`config.mk`:
```
export PLATFORM = sky130hd
export DESIGN_NAME = mf3_ctrl
export DESIGN_NICKNAME = d
export VERILOG_FILES = /design/src/sv/mf3_pkg.sv /design/src/sv/mf3_ctrl.sv
export SDC_FILE = /design/constraint.sdc
export NUM_CORES = 1
export LEC_CHECK = 0
export BUFFER_PORTS_ARGS = -buffer_cell sky130_fd_sc_hd__buf_2
export CAP_MARGIN = 5
export CORE_AREA = 2 2 285 287
export DETAILED_ROUTE_END_ITERATION = 7
export DIE_AREA = 0 0 287 289
export GPL_TIMING_DRIVEN = 1
export PLACE_DENSITY = 0.5
export SYNTH_ARGS = -nofsm -noshare
export SYNTH_HDL_FRONTEND = slang
export SYNTH_SLANG_ARGS = --single-unit
```
`constraint.sdc`:
```
create_clock -name clk_i -period 10.92 [get_ports clk_i]
set_clock_uncertainty 0.15 [all_clocks]
set_input_delay 0.546 -clock clk_i [delete_from_list [all_inputs] [get_ports clk_i]]
set_output_delay 0.546 -clock clk_i [all_outputs]
set_load 0.005 [all_outputs]
```
`src/sv/mf3_pkg.sv`:
```
`timescale 1ns / 1ps

package mf3_pkg;

  localparam int MAX_WIDTH    = 512;
  localparam int MAX_HEIGHT   = 4096;
  localparam int WIDTH_RST    = 512;
  localparam int HEIGHT_RST   = 512;

  localparam int CFG_WIDTH_W  = 10;
  localparam int CFG_HEIGHT_W = 13;
  localparam int CFG_DATA_W   = 13;
  localparam int CFG_IDX_W    = 1;
  localparam int ROW_W        = 13;

  typedef enum logic [CFG_IDX_W-1:0] {
    CFG_IMAGE_WIDTH  = 1'b0,
    CFG_IMAGE_HEIGHT = 1'b1
  } cfg_idx_e;

  typedef enum logic {
    ACT_PIXEL = 1'b0,
    ACT_DRAIN = 1'b1
  } act_e;

  typedef struct packed {
    logic [7:0] red;
    logic [7:0] green;
    logic [7:0] blue;
  } pix_t;

  // one window column, index 0 is the top row
  typedef pix_t [2:0] col_t;

  typedef struct packed {
    pix_t upper;
    pix_t middle;
  } line_t;

  typedef struct packed {
    logic       action;
    logic [7:0] red_in;
    logic [7:0] green_in;
    logic [7:0] blue_in;
  } in_item_t;

  typedef struct packed {
    logic [7:0] red_median;
    logic [7:0] green_median;
    logic [7:0] blue_median;
    logic       frame_end;
  } out_item_t;

  // neighborhood handed from the window stage to the median stage
  typedef struct packed {
    col_t [2:0] cols;
    logic       frame_end;
  } nbhd_t;

endpackage

```
`src/sv/mf3_ctrl.sv`:
```
`timescale 1ns / 1ps

module mf3_ctrl #(
  parameter int MaxWidth = mf3_pkg::MAX_WIDTH
) (
  input  logic                              clk_i,
  input  logic                              rst_ni,
  input  logic                              cfg_we_i,
  input  mf3_pkg::cfg_idx_e                 cfg_idx_i,
  input  logic [mf3_pkg::CFG_DATA_W-1:0]    cfg_data_i,
  input  logic                              acc_i,
  input  mf3_pkg::in_item_t                 item_i,
  input  mf3_pkg::line_t                    line_i,
  input  logic                              adv_i,
  output logic [$clog2(MaxWidth)-1:0]       line_rd_addr_o,
  output logic                              line_wr_en_o,
  output logic [$clog2(MaxWidth)-1:0]       line_wr_addr_o,
  output mf3_pkg::line_t                    line_wr_data_o,
  output logic                              nb_valid_o,
  output mf3_pkg::nbhd_t                    nb_o
);

  localparam int CiW  = $clog2(MaxWidth);
  localparam int WW   = $clog2(MaxWidth + 1);
  localparam int RW   = mf3_pkg::ROW_W;
  localparam int WRst = (mf3_pkg::WIDTH_RST > MaxWidth) ? MaxWidth : mf3_pkg::WIDTH_RST;

  logic [WW-1:0]  w_q, w_d;
  logic [RW-1:0]  h_q, h_d;
  logic [CiW-1:0] ic_q, ic_d;
  logic [RW-1:0]  ir_q, ir_d;
  logic [CiW-1:0] oc_q, oc_d;
  logic [RW-1:0]  or_q, or_d;
  mf3_pkg::col_t [2:0] win_q, win_d;
  logic           nb_valid_q, nb_valid_d;
  mf3_pkg::nbhd_t nb_q, nb_d;

  logic [mf3_pkg::CFG_WIDTH_W-1:0]  wv;
  logic [mf3_pkg::CFG_HEIGHT_W-1:0] hv;
  logic           go;
  logic           emit;
  logic           restart;
  mf3_pkg::pix_t  pixel;
  mf3_pkg::col_t  col;
  logic           ic_last;
  logic           oc_last;

  assign wv      = cfg_data_i[mf3_pkg::CFG_WIDTH_W-1:0];
  assign hv      = cfg_data_i[mf3_pkg::CFG_HEIGHT_W-1:0];
  assign ic_last = (WW'(ic_q) == w_q - WW'(1));
  assign oc_last = (WW'(oc_q) == w_q - WW'(1));

  always_comb begin
    w_d        = w_q;
    h_d        = h_q;
    ic_d       = ic_q;
    ir_d       = ir_q;
    oc_d       = oc_q;
    or_d       = or_q;
    win_d      = win_q;
    nb_d       = nb_q;
    nb_valid_d = adv_i ? 1'b0 : nb_valid_q;
    go         = 1'b0;
    emit       = 1'b0;
    restart    = 1'b0;
    pixel      = line_i.middle;
    col        = '0;
    line_wr_en_o = 1'b0;

    if (acc_i) begin
      if (item_i.action == mf3_pkg::ACT_PIXEL) begin
        if (ir_q < h_q) begin
          go    = 1'b1;
          pixel = '{red: item_i.red_in, green: item_i.green_in, blue: item_i.blue_in};
        end
      end else if (ir_q >= h_q) begin
        if (ir_q == RW'(h_q + RW'(1))) begin
          // last drain beat: right edge of the bottom-right pixel
          emit    = 1'b1;
          nb_d.cols = {win_q[2], win_q[2], win_q[1]};
          restart = 1'b1;
        end else begin
          // bottom edge replication
          go = 1'b1;
        end
      end
    end

    if (go) begin
      col[0] = (ir_q == RW'(1)) ? line_i.middle : line_i.upper;  // top edge
      col[1] = line_i.middle;
      col[2] = pixel;
      if (ic_q == '0) begin
        emit      = (ir_q >= RW'(2));
        nb_d.cols = {win_q[2], win_q[2], win_q[1]};
        win_d     = {col, col, win_q[1]};
      end else begin
        emit      = (ir_q >= RW'(1));
        nb_d.cols = {col, win_q[2], win_q[1]};
        win_d     = {col, win_q[2], win_q[1]};
      end
      line_wr_en_o = (ir_q < h_q);
      if (ic_last) begin
        ic_d = '0;
        ir_d = RW'(ir_q + RW'(1));
      end else begin
        ic_d = CiW'(ic_q + CiW'(1));
      end
    end

    if (emit) begin
      nb_valid_d     = 1'b1;
      nb_d.frame_end = (or_q == RW'(h_q - RW'(1))) && oc_last;
      if (oc_last) begin
        oc_d = '0;
        or_d = RW'(or_q + RW'(1));
      end else begin
        oc_d = CiW'(oc_q + CiW'(1));
      end
    end

    if (cfg_we_i) begin
      restart = 1'b1;
      case (cfg_idx_i)
        mf3_pkg::CFG_IMAGE_WIDTH: begin
          if (wv < mf3_pkg::CFG_WIDTH_W'(2)) begin
            w_d = WW'(2);
          end else if (32'(wv) > 32'(MaxWidth)) begin
            w_d = WW'(MaxWidth);
          end else begin
            w_d = WW'(wv);
          end
        end
        mf3_pkg::CFG_IMAGE_HEIGHT: begin
          if (hv < mf3_pkg::CFG_HEIGHT_W'(2)) begin
            h_d = RW'(2);
          end else if (32'(hv) > 32'(mf3_pkg::MAX_HEIGHT)) begin
            h_d = RW'(mf3_pkg::MAX_HEIGHT);
          end else begin
            h_d = RW'(hv);
          end
        end
        default: begin
          restart = 1'b0;
        end
      endcase
    end

    if (restart) begin
      win_d = '0;
      ic_d  = '0;
      ir_d  = '0;
      oc_d  = '0;
      or_d  = '0;
    end
  end

  always_ff @(posedge clk_i or negedge rst_ni) begin
    if (!rst_ni) begin
      w_q        <= WW'(WRst);
      h_q        <= RW'(mf3_pkg::HEIGHT_RST);
      ic_q       <= '0;
      ir_q       <= '0;
      oc_q       <= '0;
      or_q       <= '0;
      win_q      <= '0;
      nb_valid_q <= 1'b0;
    end else begin
      w_q        <= w_d;
      h_q        <= h_d;
      ic_q       <= ic_d;
      ir_q       <= ir_d;
      oc_q       <= oc_d;
      or_q       <= or_d;
      win_q      <= win_d;
      nb_valid_q <= nb_valid_d;
    end
  end

  always_ff @(posedge clk_i) begin
    nb_q <= nb_d;
  end

  // the store is read one beat ahead, at the column the next beat will use
  assign line_rd_addr_o = ic_d;
  assign line_wr_addr_o = ic_q;
  assign line_wr_data_o = '{upper: line_i.middle, middle: pixel};
  assign nb_valid_o     = nb_valid_q;
  assign nb_o           = nb_q;

endmodule

```
==> reports/results.txt <==
CP max stage delay = 0.98 ns
CP max-delay cell = a21oi_1
DR iter-0 viols = 909
Die X = 287 um
Starting Density = 24.8%
CTS Buffer Depth = 3
GP Congestion = 0.867
Worst setup SP type = register
Main area contributors after synthesis = edfxtp_1 33%, dfrtp_1 27%, a211oi_2 4.6%
Number of synthesized flops with an enable pin = 217
Final setup fails = 0
Drt pass-1 iters = 5
Critical Path RT = 10.22 ns
Net Count, Synth = 1823
Final period util = 48.2%
H-Tree Depth = 2
Critical path fanouts, max = 27
DR vias = 14500
MaxCap Viol Count = 0
Pin count of the biggest net entering global routing = 185
Register area share after synthesis = 59.6%
Post-DP HPWL = 45200 um
Leading cell type by number of instances after synthesis = edfxtp_1
Yosys reg bits = 429
Number of global-route vias before repair = 14200
CP Class = reg -> out
Min cycle time layout = 5.27 ns
Ys async rst share = 49.4%
Sum Neg Setup Slack = 0 ns
Synth cell count leaders = 217 x edfxtp_1, 210 x dfrtp_1, 203 x nand2_1
Via-to-Cell Ratio = 4.66
R2R Setup Slk = 5.76 ns
# IOs = 377
CP cell instances = inv_1, ha_1, a21oi_1, o21a_1, nor2_1, a211oi_1, nand4b_1, buf_4, and2_1, a21oi_1, nor2_1, buf_2
Synth Flop Type = edfxtp_1
Std cell rows = 104
Max-slew violation count = 0
RSZ-0062 raised after global routing = false
Final ANT Viol Nets = 0
Leakage = 10.2 nW
Syn. warnings = 0
Port bufs = 376
Gr usage total = 15.1%
Pwr/cell area = 179 nW/um2
Clk slew on worst S/H paths = 0.06 ns
Peak VDD IR = 114 uV
CTS tree = yes
Share of Yosys cell area claimed by the top area cell type = 32.9%
Total gr overflow = 0
Final WL = 64500 um
Critical Path AT = 4.57 ns
Initial antenna violation count = 8
Remaining DRCs = 0
# clock sinks = 429
Area of the mapped netlist = 19800 um2
Core box area = 79900 um2
Area leader, netlist = edfxtp_1
Share of cells above drive strength 1 = 27.3%
CTS root buf = clkbuf_16
CTS buffer count = 49
Avg Inst Size Synth = 11.6 um2
Clk_lat worst skew = 0.60 ns
Die area = 82900 um2
Worst slew pin tran = 1.24 ns
Post-Synthesis Cells = 1708
Area growth syn-to-layout = 21.8%
Setup Buffers After CTS = 0
Hold Path Class = in -> reg
CP endpoint kind = primary output
Final Hold Violating Endpoints = 0
Routed WL per cell = 20.7 um
Total Power = 4.33 mW
Post-synth cell types = 72
Fmax = 190 MHz
CTS resizes = 0
Die height = 289 um
Wire length of the first global-routing pass = 93700 um
Final #Nets = 2130
Fin util = 30.2%
Status = completed
Slew HR = 17.1%
routing by layer:
| metal | vias to the layer above | GRT usage (%) | wire length, um |
|---|---|---|---|
| met2 | 454 | 24.7 | 30700 |
| met4 | 8 | 4.67 | 1640 |
| li1 | 6761 | - | - |
| met5 | - | 0 | 44 |
| met3 | 99 | 4.00 | 4860 |
| met1 | 7212 | 19.4 | 27300 |
stage by stage:
step	instances	hold WS [ns]	worst slack [ns]	area, um2
3_5_place_dp	3023	0.280	5.78	22500
4_1_cts	3115	0.0277	5.60	24100
5_1_grt	3117	0.0409	5.30	24100
3_3_place_gp	3023	0.281	5.88	22500
6_report	3120	0.0705	5.65	24100
2_1_floorplan	1708	0.100	2.31	19800
layout by cell type, fill, tap and decap left out, types with 5 or more instances in the layout:
| cell type | synthesis | routed |
|---|---|---|
| inv_1 | 62 | 62 |
| nor3_1 | 26 | 26 |
| nand2b_1 | 6 | 6 |
| ha_1 | 23 | 23 |
| a31oi_1 | 6 | 6 |
| edfxtp_1 | 217 | 217 |
| and3_1 | 15 | 15 |
| o31ai_1 | 17 | 17 |
| a22o_1 | 15 | 15 |
| or3_1 | 8 | 8 |
| nand3_1 | 21 | 21 |
| nor2_1 | 157 | 157 |
| o21ai_0 | 75 | 75 |
| clkinv_2 | 0 | 6 |
| xor2_1 | 24 | 24 |
| diode_2 | 0 | 5 |
| xnor2_1 | 33 | 33 |
| o211ai_1 | 26 | 26 |
| mux2_1 | 24 | 24 |
| nand4_1 | 9 | 9 |
| mux2i_1 | 75 | 75 |
| bufinv_16 | 0 | 6 |
| nor4_1 | 11 | 11 |
| o21ai_1 | 16 | 15 |
| a211oi_1 | 30 | 30 |
| nand2_1 | 203 | 200 |
| or4_1 | 6 | 6 |
| buf_4 | 39 | 14 |
| clkbuf_1 | 43 | 19 |
| clkbuf_16 | 0 | 49 |
| a21o_1 | 8 | 7 |
| dfrtp_1 | 210 | 210 |
| a211oi_2 | 73 | 73 |
| buf_2 | 49 | 375 |
| a21oi_1 | 109 | 109 |
logic make-up after synthesis:
kind of cell               Yosys count  synth area share [%]
and+or+nand+nor                    493                  11.3
adders and majority gates           23                  1.45
DFF                                429                  59.6
buffers and inverters              199                  4.89
AOI/OAI and AO/OA                  407                  15.0
xor gates and xnor gates            57                  2.52
muxes                              100                  5.21
flip-flops by register name, indices dropped and copies added (netlist names):
| register | count |
|---|---|
| h_q | 13 |
| ir_q | 13 |
| line_wr_addr_o | 9 |
| nb_o | 217 |
| nb_valid_o | 1 |
| oc_q | 9 |
| or_q | 13 |
| w_q | 10 |
| win_q | 144 |
worst max-delay path: cells and delay by family, from the launching register on:
| kind | cells | cell delay (ns) |
|---|---|---|
| fa+ha+maj | 1 | 0.33 |
| buf+inv | 3 | 0.66 |
| compound gates | 4 | 1.76 |
| flops | 1 | 0.52 |
| simple gates | 4 | 0.72 |
final timing paths:
kind,startpoint,end,cells past startpoint
worst max-delay path,h_q[8],line_rd_addr_o[6],12
worst min-delay path,adv_i,nb_valid_o,2
worst max register to register,h_q[2],win_q[173],9
worst min register to register,win_q[77],nb_o[6],0
max in group asynchronous,rst_ni,win_q[109],3
min in group asynchronous,rst_ni,line_wr_addr_o[6],2
cell type report:
class	count	area [um2]
diodes	5	12.5
multi-input cells	1080	7070
clock inverters	19	279
clock buffers	72	1350
fillers	8223	55800
inverters	63	244
flip-flops and latches	429	11800
well taps	1060	1330
repair buffers	392	2030
power breakdown:
group	total, mW	switching, mW	internal (mW)
registers	1.95	0.0914	1.86
logic	0.700	0.457	0.243
clock network	1.68	0.679	1.00
total	4.33	1.23	3.10
timing repair:
item                                   4_1_cts  5_1_grt
hold buffers                                 1        0
setup endpoints to repair                    0        0
endpoints found under the hold margin       80        0
No activity file was read; power rests on OpenSTA's default activity.
