File: src/sv/mf3_median.sv
`timescale 1ns / 1ps

module mf3_median (
  input  logic [8:0][7:0] samp_i,
  output logic [7:0]      med_o
);

  // 19 compare-exchange network, the median ends up in slot 4
  localparam int NPairs = 19;
  localparam int PairA [NPairs] = '{1, 4, 7, 0, 3, 6, 1, 4, 7, 0, 5, 4, 3, 1, 2, 4, 4, 6, 4};
  localparam int PairB [NPairs] = '{2, 5, 8, 1, 4, 7, 2, 5, 8, 3, 8, 7, 6, 4, 5, 7, 2, 4, 2};

  logic [7:0] v [9];
  logic [7:0] lo;
  logic [7:0] hi;

  always_comb begin
    for (int i = 0; i < 9; i++) begin
      v[i] = samp_i[i];
    end
    lo = '0;
    hi = '0;
    for (int k = 0; k < NPairs; k++) begin
      lo = (v[PairA[k]] > v[PairB[k]]) ? v[PairB[k]] : v[PairA[k]];
      hi = (v[PairA[k]] > v[PairB[k]]) ? v[PairA[k]] : v[PairB[k]];
      v[PairA[k]] = lo;
      v[PairB[k]] = hi;
    end
  end

  assign med_o = v[4];

endmodule

File: config.mk
export PLATFORM = sky130hd
export DESIGN_NAME = mf3_median
export DESIGN_NICKNAME = d
export VERILOG_FILES = /design/src/sv/mf3_median.sv
export SDC_FILE = /design/constraint.sdc
export NUM_CORES = 1
export LEC_CHECK = 0
export BUFFER_PORTS_ARGS = -buffer_cell sky130_fd_sc_hd__buf_2
export CAP_MARGIN = 20
export CELL_PAD_IN_SITES_DETAIL_PLACEMENT = 2
export CELL_PAD_IN_SITES_GLOBAL_PLACEMENT = 2
export CORE_UTILIZATION = 35
export DETAILED_ROUTE_END_ITERATION = 10
export GPL_TIMING_DRIVEN = 0
export PLACE_DENSITY_LB_ADDON = 0.1
export SETUP_SLACK_MARGIN = 0.4
export SYNTH_ARGS = -nofsm -noshare
export SYNTH_HDL_FRONTEND = slang
export SYNTH_SLANG_ARGS = --single-unit
File: constraint.sdc
create_clock -name vclk -period 33.6
set_input_delay 5.04 -clock vclk [all_inputs]
set_output_delay 5.04 -clock vclk [all_outputs]
set_load 0.05 [all_outputs]
==> results.cfg, run 1 <==
[routing]
highest_layer = met4
drc = 0
ant_nets = 0
vias = 7513
wl_met1_um = 12300
dr.pass1.iters = 4
wire_per_inst_um = 18.8
routed_wl_um = 24800
dr_wl_met2_um = 11600
drt-initial-drc-count = 202
wl_met3_um = 432
viasPerCell = 5.68

[logic_synthesis]
synth_nets = 1201
ys_top_cells_by_area = ha_1, mux2i_1, a21oi_1, inv_1, nor2_1
syn_area_sq_um = 6870
yosysMostFrequentCell = ha_1
synth-xor-area-share = 0.00255
synthTopCellsByCount = ha_1, a21oi_1, inv_1
yosys.area.top_type = ha_1
muxShareOfSynthArea = 0.145
synth_top_family_by_area = compound AO/OA/AOI/OAI gates
synth_cells = 982
synth.top_cell.area_share = 0.268
synth-simple-area-share = 0.196
synth_adder_area_share = 0.269
synth-compound-area-share = 0.311
syn_avg_cell_area_sq_um = 7.00
yosysUniqueCellTypes = 81
ys.warnings.count = 0
seq_area_frac_synth = 0

[finish]
multi_input_area_sq_um = 6350
drive_gt1_frac = 0.134
clock_buffers = 0
seq_cells = 0
ff_latch_area_sq_um = 0
n_fill_cell = 2400
fin_nets = 1283
syn_to_final_growth_pct = 10.6
antennaDiodeCount = 0

[setup_path]
crit_path_start_kind = primary input
cp_max_fo = 10
worst-setup-path-type = in -> out
cpMaxStageDelayCell = clkbuf_1
endpoint_kind = primary output
max_stage_delay_ns = 0.53
required_ns = 28.56
arrival_ns = 26.23
path_common_cell = a21oi_1

[timing]
finalCriticalPeriod_ns = 31.27
rsz0062_at_grt = no
fmax_mhz = 32.0
setup_viol_count_final = 0
hold_viol_final = 0
slew_headroom = 0.393
tightest_slew_ns = 0.904
period_share = 0.931
drv_slew = 0
tns_ns = 0

[worst_hold_path]
hold_end = med_o[0]
hold_class = in -> out
holdPathStages = 7
hold_start = samp_i[48]

[floorplan]
dieArea_sq_um = 20200
die_h_um = 142
rows = 50
start_util = 0.362
design.core.area_sq_um = 19000
die_w_um = 142
ios = 80

[global_route]
grt.total_usage = 0.249
grt_pass1_wl_um = 40500
grt_start_max_net_pins = 11
first_global_vias = 7928
antenna_found_initial = 0
grt.overflow.total = 0

[clock_tree]
postCtsSetupRepairBufs = 0

[placement]
portBuffers = 80
gp_congestion = 0.846
dp_hpwl_um = 22100

[outcome]
status = finished, final reports clean

[run]
drv_cap = 0
## through the flow
| stage | cell area [sq um] | util | hold WS (ns) | instances | worst slack [ns] |
|---|---|---|---|---|---|
| after global placement | 7600 | 0.401 | 11.07 | 1322 | 2.76 |
| after floorplan | 6870 | - | 10.82 | 982 | 5.69 |
| after global routing | 7600 | 0.401 | 11.14 | 1322 | 0.658 |
| after CTS | 7600 | 0.401 | 11.09 | 1322 | 2.19 |
| after detailed placement | 7600 | 0.401 | 11.08 | 1322 | 2.28 |
| final | 7600 | 0.401 | 11.07 | 1322 | 2.33 |
## per-layer routing
| layer | GRT usage | vias to the layer above |
|---|---|---|
| li1 | - | 3770 |
| met1 | 0.338 | 3652 |
| met2 | 0.440 | 75 |
| met3 | 0.00269 | 16 |
| met4 | 0.0481 | 0 |
| met5 | 0 | - |
## final cells by class
type                            count  share of cell area
Tap cell                          260              0.0428
Multi-Input combinational cell    848               0.835
Buffer                             36              0.0207
Timing Repair Buffer               80              0.0527
Inverter                           98              0.0484
## layout by cell type (no fill, tap or decap), types with 5 or more instances in the layout
| cell | n |
|---|---|
| o21a_1 | 26 |
| nor3_1 | 12 |
| a21oi_1 | 107 |
| inv_1 | 94 |
| mux2_4 | 5 |
| o21ai_1 | 9 |
| nand2_1 | 70 |
| clkbuf_1 | 24 |
| nor2_1 | 89 |
| o21ai_0 | 60 |
| a21o_1 | 37 |
| and2_1 | 6 |
| a21oi_2 | 5 |
| and3_1 | 11 |
| nand3_1 | 26 |
| nand2b_1 | 9 |
| nand4_1 | 15 |
| mux2i_1 | 78 |
| ha_1 | 147 |
| buf_2 | 86 |
| o211ai_1 | 6 |
| mux2_2 | 11 |
| nor2b_1 | 18 |
| o22ai_1 | 9 |
## how the worst max path moves through the flow
stage | from | endpoint | slack, ns
after global placement | samp_i[65] | med_o[7] | 2.76
after floorplan | samp_i[65] | med_o[3] | 5.69
after global routing | samp_i[45] | med_o[3] | 0.66
after CTS | samp_i[65] | med_o[3] | 2.19
after detailed placement | samp_i[37] | med_o[7] | 2.28
final | samp_i[65] | med_o[7] | 2.33
## worst max-delay path: cells and delay by family
kind | cells | cell delay, ns
and+or+nand+nor | 15 | 2.16
adders and majority gates | 9 | 2.73
buffers and inverters | 19 | 5.71
muxes | 2 | 0.67
AOI/OAI and AO/OA | 48 | 9.89
## cells by family (layout without fill, tap and decap cells)
logic type                 after synthesis  in the layout
xor gates and xnor gates                 2              2
AOI/OAI and AO/OA                      324            324
muxes                                   95             95
buffers and inverters                  134            214
and+or+nand+nor                        279            279
adders and majority gates              148            148
## repair_timing
action	CTS	global route
endpoints found under the setup margin	0	1
hold buffers	0	0
resized for setup	0	1
Power of run 1 is not shown: default switching activity piles up to over one toggle a cycle in this logic, so the estimate is an artifact.
==> inputs of run 2 (changes only) <==
--- a/config.mk
+++ b/config.mk
@@ -9,10 +9,12 @@
 export CAP_MARGIN = 20
 export CELL_PAD_IN_SITES_DETAIL_PLACEMENT = 2
 export CELL_PAD_IN_SITES_GLOBAL_PLACEMENT = 2
+export CORE_MARGIN = 3
 export CORE_UTILIZATION = 35
 export DETAILED_ROUTE_END_ITERATION = 10
 export GPL_TIMING_DRIVEN = 0
 export PLACE_DENSITY_LB_ADDON = 0.1
+export REMOVE_ABC_BUFFERS = 1
 export SETUP_SLACK_MARGIN = 0.4
 export SYNTH_ARGS = -nofsm -noshare
 export SYNTH_HDL_FRONTEND = slang
==> run 2 against run 1 <==
First-iteration DRC count decreased by 1.5%; critical path depth shrank 6; die area increased by 5.7%; cell area down 0.13%; non-clock buffer count down 27; final cell count down 2.0%; flip-flop and latch count unchanged; setup slack better by 0.55 ns; via count fell by 1.4%; core utilization down 0.18 points.
==> results.cfg, run 2 (synthesis results as in run 1) <==
[finish]
clock_buffers = 0
final_cell_mix = ha_1, a21oi_1, inv_1, nor2_1, buf_2
finalInstanceArea_sq_um = 7590
seq_cells = 0
n_fill_cell = 2415
syn_to_final_growth_pct = 10.5
antennaDiodeCount = 0
drive_gt1_frac = 0.140
ff_latch_area_sq_um = 0
fin_nets = 1256
final_common_cell = ha_1

[outcome]
status = finished, final reports clean

[global_route]
first_global_vias = 7904
grt.total_usage = 0.223
grt.overflow.total = 0
grt_start_max_net_pins = 30
grt_pass1_wl_um = 40300
antenna_found_initial = 0

[setup_path]
endpoint_kind = primary output
max_stage_delay_ns = 0.85
cp_max_fo = 29
critPathTopFamily = compound AO/OA/AOI/OAI gates
arrival_ns = 25.68
path_common_cell = a21oi_1
cpMaxStageDelayCell = o31ai_4
required_ns = 28.56
critPathBufInv = 10
crit_path_start_kind = primary input
worst-setup-path-type = in -> out

[placement]
dp_hpwl_um = 21700
portBuffers = 80
placed_area_sq_um = 7560
gp_congestion = 0.884

[routing]
wire_per_inst_um = 19.0
ant_nets = 0
drt-initial-drc-count = 199
dr.pass1.iters = 4
routed_wl_um = 24600
vias = 7407
viasPerCell = 5.72
drc = 0

[floorplan]
die_h_um = 146
rows = 50
ios = 80
dieArea_sq_um = 21300
die_w_um = 146
design.core.area_sq_um = 19000
start_util = 0.361

[timing]
tightest_slew_ns = 1.02
period_share = 0.914
tns_ns = 0
hold_slack_ns = 11.05
hold_viol_final = 0
fmax_mhz = 32.6
rsz0062_at_grt = no
slew_headroom = 0.319
drv_slew = 0
finalCriticalPeriod_ns = 30.72
setup_viol_count_final = 0

[clock_tree]
postCtsResizedCells = 0
postCtsSetupRepairBufs = 0
hold_buffers = 0

[run]
drv_cap = 0

[worst_hold_path]
hold_class = in -> out
==> run 2: cell count changes in the layout (fill, tap and decap cells not counted), moves of 2 or more <==
cell,before,now
o31ai_4,0,2
buf_8,0,2
buf_2,86,81
buf_1,3,0
buf_6,1,4
clkbuf_1,24,0
==> run 2: path summary, 6_finish.rpt <==
| path | start | cells past startpoint | slack, ns | endpoint |
|---|---|---|---|---|
| worst max-delay path | samp_i[37] | 87 | 2.88 | med_o[1] |
| worst min-delay path | samp_i[55] | 6 | 11.05 | med_o[7] |
==> run 2: cell type report <==
| type | instances | area [sq um] | area share |
|---|---|---|---|
| Multi-Input combinational cell | 848 | 6380 | 0.841 |
| Timing Repair Buffer | 89 | 515 | 0.0679 |
| Inverter | 98 | 368 | 0.0485 |
| Tap cell | 260 | 325 | 0.0429 |
==> run 2: routing by layer <==
layer	vias to the layer above	track usage	part of all wire
li1	3708	-	-
met4	0	0.0155	0.0073
met3	6	0.00931	0.022
met1	3628	0.295	0.47
met5	-	0	0
met2	65	0.420	0.50
==> run 2: tightest hold or removal path: stages <==
cell and delay (ns):
buf_2 0.12, mux2i_1 0.17, mux2i_1 0.17, o22ai_1 0.18, a222oi_1 0.09, buf_2 0.22
==> run 2: through the flow <==
stage	util	setup WS, ns	cells
floorplan	-	3.06	946
detailed placement	0.398	3.21	1294
global placement	0.391	-1.38	1286
finish	0.399	2.88	1295
global route	0.399	1.08	1295
CTS	0.398	3.10	1294
Power of run 2 is left out for the same reason.
==> inputs of run 3 (changes only) <==
--- a/config.mk
+++ b/config.mk
@@ -5,12 +5,13 @@
 export SDC_FILE = /design/constraint.sdc
 export NUM_CORES = 1
 export LEC_CHECK = 0
+export ABC_AREA = 1
 export BUFFER_PORTS_ARGS = -buffer_cell sky130_fd_sc_hd__buf_2
 export CAP_MARGIN = 20
 export CELL_PAD_IN_SITES_DETAIL_PLACEMENT = 2
 export CELL_PAD_IN_SITES_GLOBAL_PLACEMENT = 2
 export CORE_MARGIN = 3
-export CORE_UTILIZATION = 35
+export CORE_UTILIZATION = 32
 export DETAILED_ROUTE_END_ITERATION = 10
 export GPL_TIMING_DRIVEN = 0
 export PLACE_DENSITY_LB_ADDON = 0.1
==> run 3 against run 2 <==
Fmax increased by 18%; synthesized cell count is 12% higher; flip-flop and latch count unchanged; sequential share of layout area is the same; routed wire length down 12%; critical endpoint unchanged; non-clock buffer count shrank 6; synthesized area decreased by 9.4%; core utilization fell by 3.7 points; count of clock-buffer cells in the layout unchanged; final cell count increased by 9.1%; setup slack gained 4.7 ns; critical path depth is 7 lower.
==> results.cfg, run 3 <==
[outcome]
status = finished, final reports clean

[logic_synthesis]
synth_cells = 1103
seq_area_frac_synth = 0
yosysMostFrequentCell = nand2_1
yosysUniqueCellTypes = 35
synth.top_cell.area_share = 0.295
syn_avg_cell_area_sq_um = 5.64
synthTopCellsByCount = nand2_1, o21ai_0, ha_1
syn_area_sq_um = 6230
ys.warnings.count = 0
yosys.area.top_type = ha_1
ys_top_cells_by_area = ha_1, nand2_1, o21ai_0, inv_1, a21oi_1

[finish]
seq_cells = 0
ff_latch_area_sq_um = 0
fin_nets = 1374
drive_gt1_frac = 0.126
final_cell_mix = nand2_1, o21ai_0, ha_1, inv_1, buf_2
syn_to_final_growth_pct = 9.85
final_common_cell = nand2_1
final_cells = 1413
antennaDiodeCount = 0
clock_buffers = 0

[timing]
finalCriticalPeriod_ns = 25.97
period_share = 0.773
tightest_slew_ns = 1.07
drv_slew = 0
slew_headroom = 0.285
fmax_mhz = 38.5
hold_slack_ns = 11.15
hold_viol_final = 0
rsz0062_at_grt = no
tns_ns = 0
setup_viol_count_final = 0

[floorplan]
start_util = 0.330
dieArea_sq_um = 21200
rows = 50
ios = 80
die_w_um = 145
design.core.area_sq_um = 18900
die_h_um = 145

[worst_hold_path]
hold_class = in -> out
hold_end = med_o[3]
hold_start = samp_i[51]
holdPathStages = 8

[global_route]
grt.overflow.total = 0
antenna_found_initial = 0
grt_start_max_net_pins = 33
first_global_vias = 7581
grt_pass1_wl_um = 36400
grt.total_usage = 0.199

[clock_tree]
postCtsSetupRepairBufs = 0
hold_buffers = 0
postCtsResizedCells = 0

[setup_path]
max_stage_delay_ns = 0.67
required_ns = 28.56
cp.depth = 80
critPathTopFamily = compound AO/OA/AOI/OAI gates
worst-setup-path-type = in -> out
critPathBufInv = 17
crit_path_start_kind = primary input
cp_max_fo = 31
endpoint_kind = primary output
arrival_ns = 20.93
cpMaxStageDelayCell = o21ai_0
path_common_cell = nand2_1

[routing]
wire_per_inst_um = 15.3
drt-initial-drc-count = 196
dr.pass1.iters = 4
ant_nets = 0
viasPerCell = 5.23
drc = 0
routed_wl_um = 21600
vias = 7392

[placement]
portBuffers = 80
dp_hpwl_um = 19600
gp_congestion = 0.847
dp_cells = 1410

[run]
drv_cap = 0
==> run 3: cell types whose count changed after synthesis, moves of 22 or more <==
cell / before / now
a21o_1: 37 / 2
o21ai_2: 3 / 25
o21a_1: 26 / 2
nor2_1: 89 / 49
mux2i_1: 78 / 0
nand2_1: 70 / 349
o21ai_0: 60 / 175
a21oi_1: 108 / 59
inv_1: 94 / 120
==> run 3: metrics by stage <==
stage	worst slack [ns]	util	instance area, sq um
after floorplan	9.85	-	6090
after global placement	6.62	0.361	6810
after detailed placement	5.98	0.361	6820
after CTS	5.94	0.361	6820
after global routing	5.63	0.362	6840
final	7.63	0.362	6840
==> run 3: worst max path at each step <==
| stage | start | end | slack [ns] |
|---|---|---|---|
| 2_1_floorplan | samp_i[47] | med_o[1] | 9.85 |
| 3_3_place_gp | samp_i[47] | med_o[1] | 6.62 |
| 3_5_place_dp | samp_i[47] | med_o[1] | 5.98 |
| 4_1_cts | samp_i[47] | med_o[1] | 5.94 |
| 5_1_grt | samp_i[43] | med_o[1] | 5.63 |
| 6_report | samp_i[47] | med_o[1] | 7.63 |
==> run 3: final cells by class <==
class	count	area (sq um)
Inverter	129	487
Fill cell	2549	12100
Timing Repair Buffer	83	423
Multi-Input combinational cell	941	5600
Tap cell	260	325
==> run 3: logic make-up (layout without fill, tap and decap cells) <==
kind of cell / after synthesis / in the layout / synth area share
AOI/OAI and AO/OA: 308 / 308 / 0.278
adders and majority gates: 147 / 147 / 0.295
buffers and inverters: 162 / 212 / 0.100
and+or+nand+nor: 486 / 486 / 0.326
==> run 3: tightest hold or removal path, cell delays in order <==
cell and delay (ns):
buf_2 0.11, o21ai_0 0.21, o21ai_0 0.20, inv_1 0.10, nand3_1 0.09, nand3_1 0.10
nand2_1 0.04, buf_2 0.20
==> run 3: layer usage <==
layer	GRT usage	vias to the layer above	part of all wire
met3	0.00498	4	0.027
met4	0.0114	0	0.0069
met5	0	-	0
met1	0.267	3509	0.47
li1	-	3820	-
met2	0.375	59	0.50
Power of run 3 is left out for the same reason.
